--- src/msq_cell.sv ---
// One storage cell of the rotating entry ring.
// Holds one (score, code) entry and takes its neighbor's entry on each shift.
module msq_cell #(
  parameter int unsigned ENTRY_W = 48
) (
  input  logic               clk_i,
  input  logic               shift_i,
  input  logic [ENTRY_W-1:0] d_i,
  output logic [ENTRY_W-1:0] q_o
);

  logic [ENTRY_W-1:0] entry_q;

  always_ff @(posedge clk_i) begin
    if (shift_i) begin
      entry_q <= d_i;
    end
  end

  assign q_o = entry_q;

endmodule

--- config.mk ---
export PLATFORM = sky130hd
export DESIGN_NAME = msq_cell
export DESIGN_NICKNAME = d
export VERILOG_FILES = /design/src/msq_cell.sv
export SDC_FILE = /design/constraint.sdc
export NUM_CORES = 1
export LEC_CHECK = 0
export BUFFER_PORTS_ARGS = -buffer_cell sky130_fd_sc_hd__buf_2
export CAP_MARGIN = 0
export CORE_MARGIN = 1
export CORE_UTILIZATION = 40
export CTS_BUF_LIST = sky130_fd_sc_hd__clkbuf_8
export DETAILED_ROUTE_END_ITERATION = 8
export PLACE_DENSITY = 0.78
export SKIP_CTS_REPAIR_TIMING = 1
export SLEW_MARGIN = 0
export SYNTH_ARGS = -nofsm -noshare
export SYNTH_HDL_FRONTEND = slang
export SYNTH_SLANG_ARGS = --single-unit
--- constraint.sdc ---
create_clock -name clk_i -period 0.8 [get_ports clk_i]
set_input_delay 0 -clock clk_i [delete_from_list [all_inputs] [get_ports clk_i]]
set_output_delay 0 -clock clk_i [all_outputs]
set_load 0.05 [all_outputs]
Word level (Yosys, flattened, before mapping):

Cells that the tools add are included.

* bits in registers: 48
* latch bits: 0
* RAM bits: 0
* memory bits (read-only): 0
* input bits: 50
* memories: 0

* add/sub/neg operators: 0
* multiply operators: 0
* div/mod/pow operators: 0
* $lt $le $gt $ge: 0
* equal/unequal tests: 0
* shifts and indexed selects: 0
* muxes and demuxes: 0
* bitwise gates (word level): 0
* reductions and logical operators: 0

Longest topological paths before layout:

* word-level depth: 0
* mapped depth: 0
* depth with buffers taken out: 0

Worst setup path before layout:

No wires, ideal clock.

* kind: flip-flop to output port
* from: register entry_q[0], in the netlist q_o[0]
* to: output port q_o[0]
* arrival time: 0.601 ns
* required time: 0.800 ns
* setup slack: 0.199 ns
* stages on the path, launching flop included: 1
* path through: edfxtp_1

RTL lines
* from (decl): line 12 `logic [ENTRY_W-1:0] entry_q;`
* from (signal assigned): line 16 `entry_q <= d_i;`
* to (decl): line 9 `output logic [ENTRY_W-1:0] q_o`

No word-level cell between the ends.

Worst setup path in the final report:

* from: register entry_q[35], in the netlist q_o[35]
* to: output port q_o[35]

No word-level cell between the ends.

==> impl_metrics.env <==
export IMPL_status="finished with violations"
export IMPL_violations="setup timing"
export IMPL_wl_met2_mm=2.544
export IMPL_yosysWarnings=0
export IMPL_chipHeight_um=62.03
export IMPL_slew_violations=0
export IMPL_avgRoutedWirePerCell_um=16.94
export IMPL_coreArea_mm2=0.003390
export IMPL_seq_area_mm2=0.001441
export IMPL_wl_met1_mm=1.241
export IMPL_initial_utilization_pct=42.52
export IMPL_dp_cells=193
export IMPL_num_antenna_cells=0
export IMPL_path_buf_inv=1
export IMPL_wl_met3_um=292
export IMPL_setup_tns_ns=-2.671
export IMPL_synth_top_cell_by_area="edfxtp_1"
export IMPL_synth_edf_count=48
export IMPL_layout_setup_ws_ns=-0.1019
export IMPL_multi_input_gates=0
export IMPL_die_x_um=62.03
export IMPL_nFillCells=158
export IMPL_clock_path_buffers=2
export IMPL_clock_root_buffer="clkbuf_8"
export IMPL_yosysTopAreaCellShare_pct=100.0
export IMPL_crit_family="flip-flops"
export IMPL_clk_pin_slew_ns=0.09
export IMPL_powerDensity_mw_per_mm2=2058
export IMPL_drt_first_pass_iters=4
export IMPL_leakagePower_nw=1.218
export IMPL_hp_class="primary input to flip-flop"
export IMPL_ir_drop_uv=1737
export IMPL_max_slew_worst_pin_slew_ns=0.1521
export IMPL_fin_cells=249
export IMPL_grt_max_degree=28
export IMPL_critical_path_arrival_ns=0.90
export IMPL_finish_utilization_pct=85.20
export IMPL_crit_type="flip-flop to primary output"
export IMPL_setup_viol=48
export IMPL_vias=1092
export IMPL_viasPerCell=4.386
export IMPL_hold_slack_ns=0.1607
export IMPL_cp_start_kind="flip-flop"
export IMPL_fp_row_count=21
export IMPL_cts_tree="yes"
export IMPL_antenna_found_initial=0
export IMPL_synthFlopType="edfxtp_1"
export IMPL_gp_congestion=0.6333
export IMPL_max_cap_viol_count=0
export IMPL_cp_slowest_cell="edfxtp_1"
export IMPL_crit_chain="buf_6"
export IMPL_slowest_delay_ns=0.43
export IMPL_cp_max_fo=1
export IMPL_grt_pass1_vias=798
export IMPL_globalRouteTotalUtil_pct=13.03
export IMPL_ys_ff_latch=48
export IMPL_relSlewSlack_pct=89.86
export IMPL_largest_register_ffs=48
export IMPL_netlist_top_cells_count="edfxtp_1 (48)"
export IMPL_worstSetupEndpointType="primary output"
export IMPL_synth_cells=48
export IMPL_crit_required_ns=0.80
export IMPL_ios=98
export IMPL_dieArea_mm2=0.003848
export IMPL_place_hpwl_mm=1.865
export IMPL_synthDistinctLibCells=1
export IMPL_syn_avg_cell_area_um2=30.03
export IMPL_max_freq_mhz=1109
export IMPL_synth_most_common_cell="edfxtp_1"
export IMPL_cts_max_level=2
export IMPL_drc=0
export IMPL_ys_top_cells_by_area="edfxtp_1 (100%)"
export IMPL_seq_area_frac_synth_pct=100.0
export IMPL_hold_violations=0
export IMPL_antenna_left=0
export IMPL_fin_nets=252
export IMPL_clock_sinks=48
export IMPL_drive_gt1_share_pct=52.22
export IMPL_cts_made_buffers=5
export IMPL_top_layer="met4"
export IMPL_timing_final_crit_share_pct=112.7
export IMPL_fin_crit_ns=0.9019
export IMPL_rsz0062_at_grt="true"
export IMPL_drtIter0Drc=14
export IMPL_syn_to_final_growth_pct=100.3
export IMPL_overflow=0
export IMPL_port_buffers=97
export IMPL_synth_area_mm2=0.001441
export IMPL_drt_total_wl_mm=4.219
export IMPL_synthArstFlopShare_pct=0
export IMPL_synth_fp_nets=98
export IMPL_multiInputGateArea_um2=0
export IMPL_grt_pass1_wl_mm=3.298
-- kinds of logic after synthesis --
group  synth area share (%)
flops                 100.0
-- cells in the final DEF, fill, tap and decap left out --
cell | Yosys | routed
buf_12 | 0 | 2
clkinv_1 | 0 | 1
dlygate4sd3_1 | 0 | 48
buf_6 | 0 | 48
buf_2 | 0 | 49
clkbuf_8 | 0 | 5
clkinv_2 | 0 | 2
edfxtp_1 | 48 | 48
-- where the power goes --
| group | switching, mW | leakage (nW) | total (mW) | internal [mW] |
|---|---|---|---|---|
| clock | 0.763 | 0.0453 | 1.36 | 0.594 |
| sequential | 0.0962 | 0.470 | 3.09 | 2.99 |
| combinational | 0.890 | 0.702 | 1.50 | 0.609 |
-- per-stage QoR --
step                      setup slack, ns  instance area, µm²  total power, mW
final                             -0.1019                2888            5.943
after global routing              -0.1269                2888            6.118
after CTS                         -0.1148                2107            5.454
after detailed placement           0.1451                2024            4.150
after global placement             0.1693                2024            4.129
after floorplan                    0.1994                1441            3.796
-- layer usage --
| layer | vias up | global-route usage, % |
|---|---|---|
| met5 | - | 0 |
| met4 | 0 | 9.524 |
| met3 | 13 | 6.211 |
| met2 | 65 | 22.04 |
| met1 | 514 | 12.17 |
| li1 | 500 | - |
-- cell type report --
type / instances / share of cell area, %
Tap cell: 46 / 1.993
Clock buffer: 5 / 2.383
Timing Repair Buffer: 147 / 45.23
Sequential cell: 48 / 49.91
Clock inverter: 3 / 0.4766
-- path summary, 6_finish.rpt --
| kind | startpoint | endpoint | slack, ns | cells after the start |
|---|---|---|---|---|
| max | q_o[35] | q_o[35] | -0.10 | 1 |
| min | shift_i | q_o[4] | 0.16 | 2 |
Power figures use the tool's default switching activity.
